File: src/sv/rtsch_pkg.sv
`default_nettype none
package rtsch_pkg;

  localparam int NUM_TASKS = 16;
  localparam int NUM_PRIO  = 8;
  localparam int TID_W     = $clog2(NUM_TASKS);
  localparam int PRIO_W    = (NUM_PRIO > 1) ? $clog2(NUM_PRIO) : 1;

  // Widths of the channel fields.
  localparam int KIND_W  = 4;
  localparam int FTID_W  = 4;
  localparam int FPRIO_W = 3;
  localparam int SLICE_W = 8;
  localparam int WORD_W  = 32;
  localparam int POL_W   = 2;

  localparam logic [POL_W-1:0] POL_RR     = 2'd0;
  localparam logic [POL_W-1:0] POL_PRE    = 2'd1;
  localparam logic [POL_W-1:0] POL_HYBRID = 2'd2;

  typedef enum logic [2:0] {
    ST_UNUSED = 3'd0,
    ST_READY  = 3'd1,
    ST_RUN    = 3'd2,
    ST_SLEEP  = 3'd3,
    ST_WAIT   = 3'd4,
    ST_ZOMBIE = 3'd5
  } task_st_t;

  typedef enum logic [KIND_W-1:0] {
    EV_CREATE = 4'd0,
    EV_TICK   = 4'd1,
    EV_YIELD  = 4'd2,
    EV_SLEEPU = 4'd3,
    EV_SLEEPF = 4'd4,
    EV_WAIT   = 4'd5,
    EV_SET    = 4'd6,
    EV_EXIT   = 4'd7,
    EV_START  = 4'd8
  } ev_kind_t;

  typedef enum logic [3:0] {
    OP_NOP,
    OP_CREATE,
    OP_WAKE,
    OP_SLEEP,
    OP_WAITC,
    OP_WAITB,
    OP_SETEV,
    OP_EXIT,
    OP_REQUEUE,
    OP_DISPATCH,
    OP_SLICE
  } cell_op_t;

  typedef enum logic [2:0] {
    FS_IDLE,
    FS_EXEC,
    FS_TWAKE,
    FS_TSLICE,
    FS_REQ,
    FS_LEVEL,
    FS_SCAN,
    FS_DONE
  } fsm_st_t;

  // Command broadcast from the sequencer to every cell.
  typedef struct packed {
    cell_op_t            op;
    logic [TID_W-1:0]    tgt;
    logic [PRIO_W-1:0]   prio;
    logic [SLICE_W-1:0]  slice;
    logic [WORD_W-1:0]   wake;
    logic [WORD_W-1:0]   mask;
    logic [WORD_W-1:0]   tick;
  } cmd_t;

  // Status that each cell shows to the sequencer.
  typedef struct packed {
    task_st_t            state;
    logic [PRIO_W-1:0]   prio;
    logic [SLICE_W-1:0]  reload;
    logic [SLICE_W-1:0]  remain;
    logic                hit;
  } cell_stat_t;

endpackage
`default_nettype wire

File: src/sv/rtsch_cell.sv
`default_nettype none
module rtsch_cell (
  input  wire logic                            clk,
  input  wire logic                            rst_n,
  input  wire logic [rtsch_pkg::TID_W-1:0]     idx,
  input  wire rtsch_pkg::cmd_t                 cmd,
  input  wire logic                            found_in,
  output logic                                 found_out,
  input  wire logic [rtsch_pkg::NUM_PRIO-1:0]  lvl_in,
  output logic [rtsch_pkg::NUM_PRIO-1:0]       lvl_out,
  output logic                                 take,
  output rtsch_pkg::cell_stat_t                stat
);

  rtsch_pkg::task_st_t                state_r, state_nxt;
  logic [rtsch_pkg::PRIO_W-1:0]       prio_r, prio_nxt;
  logic [rtsch_pkg::SLICE_W-1:0]      reload_r, reload_nxt;
  logic [rtsch_pkg::SLICE_W-1:0]      remain_r, remain_nxt;
  logic [rtsch_pkg::WORD_W-1:0]       wake_r, wake_nxt;
  logic [rtsch_pkg::WORD_W-1:0]       pend_r, pend_nxt;
  logic [rtsch_pkg::WORD_W-1:0]       waited_r, waited_nxt;
  logic [rtsch_pkg::WORD_W-1:0]       since;
  logic                               sel;

  // The search for the first unused slot ripples along the row.
  assign take      = (state_r == rtsch_pkg::ST_UNUSED) && !found_in;
  assign found_out = found_in || (state_r == rtsch_pkg::ST_UNUSED);
  assign sel       = (cmd.tgt == idx);
  assign since     = cmd.tick - wake_r;

  always_comb begin
    lvl_out = lvl_in;
    if (state_r == rtsch_pkg::ST_READY) begin
      lvl_out[prio_r] = 1'b1;
    end
  end

  always_comb begin
    state_nxt  = state_r;
    prio_nxt   = prio_r;
    reload_nxt = reload_r;
    remain_nxt = remain_r;
    wake_nxt   = wake_r;
    pend_nxt   = pend_r;
    waited_nxt = waited_r;
    case (cmd.op)
      rtsch_pkg::OP_CREATE: begin
        if (take) begin
          state_nxt  = rtsch_pkg::ST_READY;
          prio_nxt   = cmd.prio;
          reload_nxt = cmd.slice;
          remain_nxt = cmd.slice;
          wake_nxt   = '0;
          pend_nxt   = '0;
          waited_nxt = '0;
        end
      end
      rtsch_pkg::OP_WAKE: begin
        if (state_r == rtsch_pkg::ST_SLEEP && !since[rtsch_pkg::WORD_W-1]) begin
          state_nxt = rtsch_pkg::ST_READY;
        end
      end
      rtsch_pkg::OP_SLEEP: begin
        if (sel) begin
          wake_nxt  = cmd.wake;
          state_nxt = rtsch_pkg::ST_SLEEP;
        end
      end
      rtsch_pkg::OP_WAITC: begin
        if (sel) begin
          pend_nxt = pend_r & ~cmd.mask;
        end
      end
      rtsch_pkg::OP_WAITB: begin
        if (sel) begin
          waited_nxt = cmd.mask;
          state_nxt  = rtsch_pkg::ST_WAIT;
        end
      end
      rtsch_pkg::OP_SETEV: begin
        if (sel) begin
          pend_nxt = pend_r | cmd.mask;
          if (state_r == rtsch_pkg::ST_WAIT && ((pend_r | cmd.mask) & waited_r) != '0) begin
            state_nxt = rtsch_pkg::ST_READY;
          end
        end
      end
      rtsch_pkg::OP_EXIT: begin
        if (sel) begin
          state_nxt = rtsch_pkg::ST_ZOMBIE;
        end
      end
      rtsch_pkg::OP_REQUEUE: begin
        if (sel && state_r == rtsch_pkg::ST_RUN) begin
          state_nxt = rtsch_pkg::ST_READY;
        end
      end
      rtsch_pkg::OP_DISPATCH: begin
        if (sel) begin
          state_nxt  = rtsch_pkg::ST_RUN;
          pend_nxt   = pend_r & ~waited_r;
          waited_nxt = '0;
        end
      end
      rtsch_pkg::OP_SLICE: begin
        if (sel) begin
          remain_nxt = (remain_r <= rtsch_pkg::SLICE_W'(1)) ? reload_r
                                                            : remain_r - 1'b1;
        end
      end
      default: begin
      end
    endcase
  end

  always_ff @(posedge clk) begin
    if (!rst_n) begin
      state_r  <= rtsch_pkg::ST_UNUSED;
      prio_r   <= '0;
      reload_r <= '0;
      remain_r <= '0;
      wake_r   <= '0;
      pend_r   <= '0;
      waited_r <= '0;
    end else begin
      state_r  <= state_nxt;
      prio_r   <= prio_nxt;
      reload_r <= reload_nxt;
      remain_r <= remain_nxt;
      wake_r   <= wake_nxt;
      pend_r   <= pend_nxt;
      waited_r <= waited_nxt;
    end
  end

  assign stat.state  = state_r;
  assign stat.prio   = prio_r;
  assign stat.reload = reload_r;
  assign stat.remain = remain_r;
  assign stat.hit    = (pend_r & cmd.mask) != '0;

endmodule
`default_nettype wire

File: config.mk
export PLATFORM = sky130hd
export DESIGN_NAME = rtsch_cell
export DESIGN_NICKNAME = d
export VERILOG_FILES = /design/src/sv/rtsch_pkg.sv /design/src/sv/rtsch_cell.sv
export SDC_FILE = /design/constraint.sdc
export NUM_CORES = 1
export LEC_CHECK = 0
export ABC_AREA = 1
export BUFFER_PORTS_ARGS = -buffer_cell sky130_fd_sc_hd__buf_2
export CAP_MARGIN = 0
export CORE_MARGIN = 1.5
export CORE_UTILIZATION = 30
export CTS_BUF_LIST = sky130_fd_sc_hd__clkbuf_4 sky130_fd_sc_hd__clkbuf_8
export DETAILED_ROUTE_END_ITERATION = 6
export GPL_ROUTABILITY_DRIVEN = 0
export PLACE_DENSITY_LB_ADDON = 0.15
export REMOVE_ABC_BUFFERS = 1
export SYNTH_ARGS = -nofsm -noshare
export SYNTH_HDL_FRONTEND = slang
export SYNTH_SLANG_ARGS = --single-unit
export TNS_END_PERCENT = 1
File: constraint.sdc
create_clock -name clk -period 1.67 [get_ports clk]
set_input_delay 0.167 -clock clk [delete_from_list [all_inputs] [get_ports clk]]
set_output_delay 0.167 -clock clk [all_outputs]
set_load 0.1 [all_outputs]
[Yosys cells after proc, flatten, opt, wreduce, memory -nomap -nowiden]
Cells that the tools add are included.
Cells by class
  eq/ne operators: 26
  multiplexer cells: 27
  bitwise operators: 8
  add/sub/neg operators: 2
  reduce and logical (&&, ||, !) cells: 22
  $lt $le $gt $ge: 3
Operator list (number)
  $mux W32: 7
  $and A32 B32 Y32: 4
  $pmux W32 S4: 1
  $pmux W32 S3: 1
  $not A32 Y32: 2
  $pmux W32 S2: 1
  $reduce_bool A32 Y1: 2
  $mux W8: 4
  $or A32 B32 Y32: 1
  $sub A32 B32 Y32: 1
  $mux W3: 9
  $pmux W3 S8: 1
  $ne A2 B2 Y1 const B: 11
  $eq A4 B3 Y1 const B: 4
  $pmux W8 S2: 1
  $eq A4 B4 Y1 const B: 3
  $reduce_and A10 Y1: 1
  $eq A4 B2 Y1 const B: 2
  $le A8 B1 Y1 const B: 1
  $or A8 B8 Y8: 1
  $reduce_bool A8 Y1: 1
  $sub A8 B1 Y8 const B: 1
  $eq A3 B2 Y1 const B: 2
  $reduce_and A3 Y1: 2
  18 further kinds: 24
Storage, ports and cells
  word-level logic and storage cells: 95
  output and inout bits: 33
  bits in registers: 118
  bits of input ports: 130

[Longest topological paths before layout]
Gate-level depths: netlist of the first run.
  depth in word-level cells: 7
  depth in mapped cells: 18
  depth with buffers taken out: 18

[Worst setup path before layout of the first run]
Ideal clock, no wire load.
  kind: reg-to-output
  start point: register state_r[0]
  end point: output port lvl_out[0] (netlist bit)
  required time: 1503 ps
  stages on the path, launching flop included: 3
  arrival: 2881 ps
  setup slack: -1378 ps
  path buffers: 0
  cell sequence: dfxtp_1 > nand3_1 > o21bai_1
Between the ends
  longest elaborated chain between the ends: 2
RTL lines
  from (decl): line rtsch_cell.sv:15  | rtsch_pkg::task_st_t state_r, state_nxt;
  from (signal assigned): line rtsch_cell.sv:118  | state_r <= rtsch_pkg::ST_UNUSED;
  from (signal assigned): line rtsch_cell.sv:126  | state_r <= state_nxt;
  $eq A3 B1 Y1: line rtsch_cell.sv:33  | if (state_r == rtsch_pkg::ST_READY) begin
  $mux W8: line rtsch_cell.sv:33
  to (decl): line rtsch_cell.sv:10  | output logic [rtsch_pkg::NUM_PRIO-1:0] lvl_out,
Every way passes these cells.

==> reports/qor.txt, run 1 <==
grt total ovfl: 0
peak supply drop: 454 µV
clock sink count: 118
Final ANT Viol Nets: 0
CP max FO: 2
Wirelength per Cell: 14.6 µm
RSZ-0062 raised after global routing: yes
# setup viols final: 12
row count: 53
relative slew slack: 0.652
core outline area: 0.0212 mm²
Die Wd: 151 µm
internal reg-to-reg setup slack: -170 ps
CTS Buf Count: 17
failing checks: setup timing
Worst Tran Pin Value: 526 ps
final hold vios: 0
#FFs+latches synth: 118
min-delay worst type: in2reg
crit-path max cell delay: 320 ps
clk root buf: clkbuf_8
dpl cells: 1382
Worst-path clk slew: 90 ps
CP arrival: 1860 ps
Critical Path RT: 1500 ps
largest net degree at the start of global routing: 74
worst reg2reg path depth: 14
Setup crit start: pend_r[10]$_SDFFE_PN0P_
setup ws final: -362 ps
die height: 151 µm
Hold Slack: 29.2 ps
total track usage: 0.190
Setup TNS: -1420 ps
Final Cell Area: 0.00926 mm²
Layout area overhead: 40.9%
status: complete, but fails checks
vias in the first global route: 6732
register area share after synthesis: 0.360
critical-path cell list: a22o_1 > a221oi_2 > nand2_1 > nor2_2 > nand4_1 > buf_8
reg2reg end: state_r[2]$_SDFFE_PN0P_
Pre-antenna DRT Iters: 5
Yosys cell types: 39
Top Ports: 163
layout cells sized above 1: 0.282
CTS max path bufs: 2
EDFF count, synth: 0
Setup crit start kind: register
number of antenna violations at the first check in global routing: 4
worst-skew pair later-pin latency: 440 ps
CTS tree: done
fmax: 492 MHz
placed inst area: 0.00838 mm²
fin cells: 1449
CP Capture Point: stat[0]
reg2reg start: wake_r[30]$_SDFFE_PN0P_
Main synth FF type: dfxtp_1
Period minus WS final: 2030 ps
total wire length: 21100 µm
total design power: 7.32 mW
crit path kind: reg2out
routed via count: 7102
max-cap violation count: 0
synthesized cell area: 0.00657 mm²
Setup WS pre-CTS: -170 ps
async set-reset flop share out of synthesis: 0
htree depth: 4
slowest cell on the critical path: dfxtp_1
power density over the cells: 790 mW/mm²
Final period util: 1.22
DIE AREA: 0.0228 mm²
fin nets: 1320
final core utilization: 0.436
dpl hpwl: 13900 µm
Max Slew Vio Count: 0
Setup crit end kind: output port
DR DRC count: 0
Final Skew: 13.1 ps
global-route wire length before repair: 34000 µm
I/O Buffers: 162
mean post-synth cell area: 7.20 µm²
Vias/cell: 4.90
warnings from Yosys: 0
post-synthesis cell count: 912
Iter 0 DRT Violations: 456
leak pwr: 3.99 nW
Initial Util: 0.310
[cells in the final DEF, fill, tap and decap left out, types with 4 or more instances in the layout]
master	synthesis	layout
nand2_2	2	4
inv_2	13	13
buf_4	5	70
nor2_2	5	7
buf_12	0	20
o22ai_1	35	35
o21ai_1	5	6
ha_1	32	31
clkinvlp_4	0	5
nor3_1	6	6
a22o_1	7	7
nor2_1	62	59
dfxtp_2	0	4
a221oi_1	8	5
o21ai_0	79	78
o21bai_2	0	8
clkbuf_8	0	19
xor2_1	7	7
a21oi_1	133	132
dlygate4sd3_1	0	32
a211oi_1	32	32
nand3_1	51	50
buf_2	9	151
o211ai_1	25	25
dfxtp_1	118	114
inv_1	79	78
nand2_1	135	132
[cells in the mapped netlist, types with 13 or more instances]
cell type	n	share of area
inv_1	79	0.045
nand2_1	135	0.077
o211ai_1	25	0.029
a211oi_1	32	0.037
o21ai_0	79	0.060
clkbuf_1	28	0.016
a21oi_1	133	0.10
nand3_1	51	0.039
inv_2	13	0.0074
o22ai_1	35	0.033
ha_1	32	0.061
dfxtp_1	118	0.36
nor2_1	62	0.035
[worst min-delay path by stage]
| stage | end | from | slack [ps] | cells after the start |
|---|---|---|---|---|
| final | wake_r[4]$_SDFFE_PN0P_ | cmd[68] | 30 | 3 |
| after global routing | wake_r[9]$_SDFFE_PN0P_ | cmd[73] | 20 | 3 |
| after CTS | waited_r[4]$_SDFFE_PN0P_ | cmd[36] | 0.2 | 3 |
| after detailed placement | wake_r[0]$_SDFFE_PN0P_ | cmd[64] | 410 | 3 |
| after global placement | wake_r[0]$_SDFFE_PN0P_ | cmd[64] | 390 | 3 |
| after floorplan | state_r[0]$_SDFFE_PN0P_ | rst_n | 290 | 2 |
[timing repair]
item,in CTS,in global routing
pin swaps,7,6
hold buffers,32,0
resized for setup,21,11
buffers inserted,0,0
endpoints found under the hold margin,33,0
endpoints found under the setup margin,18,73
cloned,0,0
[flip-flops by register name, indices dropped and copies added (netlist names)]
name,count
state_r,3
pend_r,32
prio_r,3
remain_r,8
reload_r,8
waited_r,32
wake_r,32
[cell type report]
| type | instances | area (µm²) |
|---|---|---|
| timing repair buffer | 274 | 2020 |
| multi-input combinational | 654 | 3740 |
| antenna | 3 | 7.51 |
| clock inverter | 13 | 171 |
| inverter | 93 | 353 |
| sequential | 118 | 2370 |
| clock buffer | 19 | 262 |
| fill | 2231 | 12000 |
| tap | 275 | 344 |
[power breakdown]
| part | switching [mW] | internal (mW) | total (mW) | leakage, nW |
|---|---|---|---|---|
| clock network | 1.35 | 1.57 | 2.93 | 0.202 |
| logic | 0.918 | 0.580 | 1.50 | 2.83 |
| registers | 0.0278 | 2.87 | 2.89 | 0.955 |
| total | 2.30 | 5.02 | 7.32 | 3.99 |
[routing by layer]
layer  track usage  part of all wire  vias up
met5             0           0.00062        -
met4        0.0495            0.0099        2
met3        0.0446             0.049       22
met2         0.316              0.48      149
met1         0.245              0.46     3228
li1              -                 -     3701
[kinds of logic after synthesis]
group | after synthesis | share of synthesized area
compound gates | 343 | 0.308
buf+inv | 140 | 0.0870
simple gates | 269 | 0.171
xor+xnor | 10 | 0.0133
flops | 118 | 0.360
fa+ha+maj | 32 | 0.0609
[worst max-delay path: cells and delay by family, from the launching register on]
| kind | cells | cell delay (ps) |
|---|---|---|
| compound gates | 2 | 430 |
| simple gates | 3 | 420 |
| buf+inv | 1 | 250 |
| flops | 1 | 320 |
No activity file was read; power rests on OpenSTA's default activity.
==> inputs of run 2 (changes only) <==
--- a/config.mk
+++ b/config.mk
@@ -11,6 +11,7 @@
 export CORE_MARGIN = 1.5
 export CORE_UTILIZATION = 30
 export CTS_BUF_LIST = sky130_fd_sc_hd__clkbuf_4 sky130_fd_sc_hd__clkbuf_8
+export CTS_CLUSTER_DIAMETER = 60
 export DETAILED_ROUTE_END_ITERATION = 6
 export GPL_ROUTABILITY_DRIVEN = 0
 export PLACE_DENSITY_LB_ADDON = 0.15
==> constraint.sdc (replaced) <==
create_clock -name clk -period 1.68 [get_ports clk]
set_input_delay 0.168 -clock clk [delete_from_list [all_inputs] [get_ports clk]]
set_output_delay 0.168 -clock clk [all_outputs]
set_load 0.1 [all_outputs]
==> reports/qor.txt, run 2 (synthesis results as in run 1) <==
status: complete, but fails checks
failing checks: setup timing
internal reg-to-reg setup slack: -90 ps (+80 ps)
most common cell after layout, fill and taps aside: buf_2
Period minus WS final: 1990 ps
die height: 151 µm (unchanged)
global-route wire length before repair: 33500 µm (-1.3%)
routed via count: 7130 (+0.39%)
Final ANT Viol Nets: 0 (unchanged)
layout cells sized above 1: 0.287 (+0.00525)
Filler Cells Inserted: 2242 (+0.49%)
Setup WS pre-CTS: -154 ps (+15.9 ps)
I/O Buffers: 162 (unchanged)
number of antenna violations at the first check in global routing: 2 (-2)
Setup crit start: pend_r[24]$_SDFFE_PN0P_
clk root buf: clkbuf_8
core outline area: 0.0212 mm² (unchanged)
final core utilization: 0.433 (-0.00336)
Combinational Power Share: 0.203 (-0.002)
peak supply drop: 409 µV (-9.9%)
Pre-antenna DRT Iters: 4 (-1)
Final period util: 1.18
clock share of power: 0.401 (about the same)
sw power: 2.15 mW (-6.3%)
row count: 53 (unchanged)
htree depth: 4 (unchanged)
reg2reg end: state_r[2]$_SDFFE_PN0P_
clock sink count: 118 (unchanged)
Final Skew: 11.9 ps (-1.21 ps)
Switching Share: 0.296 (-0.0182)
Setup crit start kind: register
total wire length: 20900 µm (-0.76%)
reg2reg start: wake_r[30]$_SDFFE_PN0P_
Setup crit end kind: output port
Iter 0 DRT Violations: 383 (-16%)
Wirelength per Cell: 14.5 µm (-0.35%)
most frequent cells in the layout: buf_2, nand2_1, a21oi_1
Worst-path clk slew: 80 ps (about the same)
CP Capture Point: stat[0]
DR DRC count: 0 (unchanged)
Vias/cell: 4.94 (+0.81%)
CTS max path bufs: 2 (unchanged)
vias in the first global route: 6722 (-0.15%)
min-delay worst type: in2reg
top flop regs: pend_r x32, waited_r x32, wake_r x32
power density over the cells: 792 mW/mm² (+0.22%)
Top Ports: 163 (unchanged)
Layout area overhead: 39.8%
max-cap violation count: 0 (unchanged)
crit path kind: reg2out
Reg power frac: 0.396 (about the same)
Reg area: 0.00237 mm² (unchanged)
CP max FO: 4 (+2)
RSZ-0062 raised after global routing: yes
Critical Path RT: 1510 ps (about the same)
total track usage: 0.188 (-0.00123)
Final Cell Area: 0.00919 mm² (-0.77%)
largest net degree at the start of global routing: 71 (-4.1%)
worst reg2reg path depth: 14 (unchanged)
DIE AREA: 0.0228 mm² (unchanged)
fmax: 503 MHz
CTS tree: done
Max Slew Vio Count: 0 (unchanged)
leak pwr: 3.97 nW (-0.36%)
CP arrival: 1820 ps (-40 ps)
dpl hpwl: 13900 µm (+0.35%)
Multi-input gate area: 0.00375 mm² (+0.27%)
Die Wd: 151 µm (unchanged)
placed inst area: 0.00834 mm² (-0.48%)
grt total ovfl: 0 (unchanged)
CTS Buf Count: 17 (unchanged)
relative slew slack: 0.660 (+0.00810)
Post-CTS Setup Bufs: 0 (unchanged)
# setup viols final: 12 (unchanged)
Pint: 5.12 mW (+2.1%)
final hold vios: 0 (unchanged)
setup ws final: -308 ps (+53.3 ps)
worst-skew pair later-pin latency: 440 ps (about the same)
Initial Util: 0.310 (unchanged)
fin nets: 1316 (-0.30%)
Worst Tran Pin Value: 514 ps (-12.2 ps)
==> run 2: worst min-delay path by stage <==
| stage | depth (start not counted) | from | slack, ps | end |
|---|---|---|---|---|
| finish | 3 | cmd[72] | 30 | wake_r[8]$_SDFFE_PN0P_ |
| global route | 3 | cmd[44] | 8 | waited_r[12]$_SDFFE_PN0P_ |
| CTS | 3 | cmd[39] | 1 | waited_r[7]$_SDFFE_PN0P_ |
| detailed placement | 3 | cmd[64] | 400 | wake_r[0]$_SDFFE_PN0P_ |
| global placement | 3 | cmd[64] | 400 | wake_r[0]$_SDFFE_PN0P_ |
| floorplan | 2 | rst_n | 290 | state_r[0]$_SDFFE_PN0P_ |
==> run 2: cell type report <==
type                            count  share of cell area
Antenna cell                        1            0.000272
Inverter                           93              0.0384
Tap cell                          275              0.0375
Timing Repair Buffer              270               0.211
Multi-Input combinational cell    654               0.408
Clock inverter                     10              0.0166
Sequential cell                   118               0.258
Clock buffer                       22              0.0302
==> run 2: critical path: stages (launching register included) <==
cell and delay (ps):
dfxtp_1 340, a22o_1 220, nor4_1 250, buf_4 160
nand4_1 180, buf_8 240
==> run 2: metal layers <==
layer | vias up | GRT usage | part of all wire
met3 | 23 | 0.0491 | 0.058
met1 | 3248 | 0.245 | 0.47
met4 | 2 | 0.0500 | 0.014
li1 | 3677 | - | -
met5 | - | 0 | 0.00062
met2 | 180 | 0.307 | 0.46
==> run 2: stage by stage <==
stage / hold WS, ps / cells / total power, mW / setup TNS (ps)
after floorplan: 289 / 865 / 3.70 / -185540
after global placement: 395 / 1382 / 4.33 / -343
after detailed placement: 400 / 1382 / 4.33 / -454
after CTS: 1.23 / 1442 / 7.37 / -3290
after global routing: 7.86 / 1442 / 7.64 / -3330
final: 30.0 / 1443 / 7.28 / -1620
==> run 2: power by group through the flow <==
| stage | Sequential (mW) | Clock [mW] | Combinational (mW) |
|---|---|---|---|
| after floorplan | 3.07 | 0 | 0.632 |
| after global placement | 2.94 | 0 | 1.39 |
| after detailed placement | 2.94 | 0 | 1.39 |
| after CTS | 2.88 | 3.04 | 1.46 |
| after global routing | 2.88 | 3.14 | 1.61 |
| final | 2.88 | 2.92 | 1.48 |
==> run 2: repair_timing <==
action / 4_1_cts / 5_1_grt
cloned: 0 / 0
endpoints found under the setup margin: 15 / 85
resized for setup: 13 / 30
hold buffers: 28 / 0
pin swaps: 10 / 5
hold endpoints to repair: 29 / 0
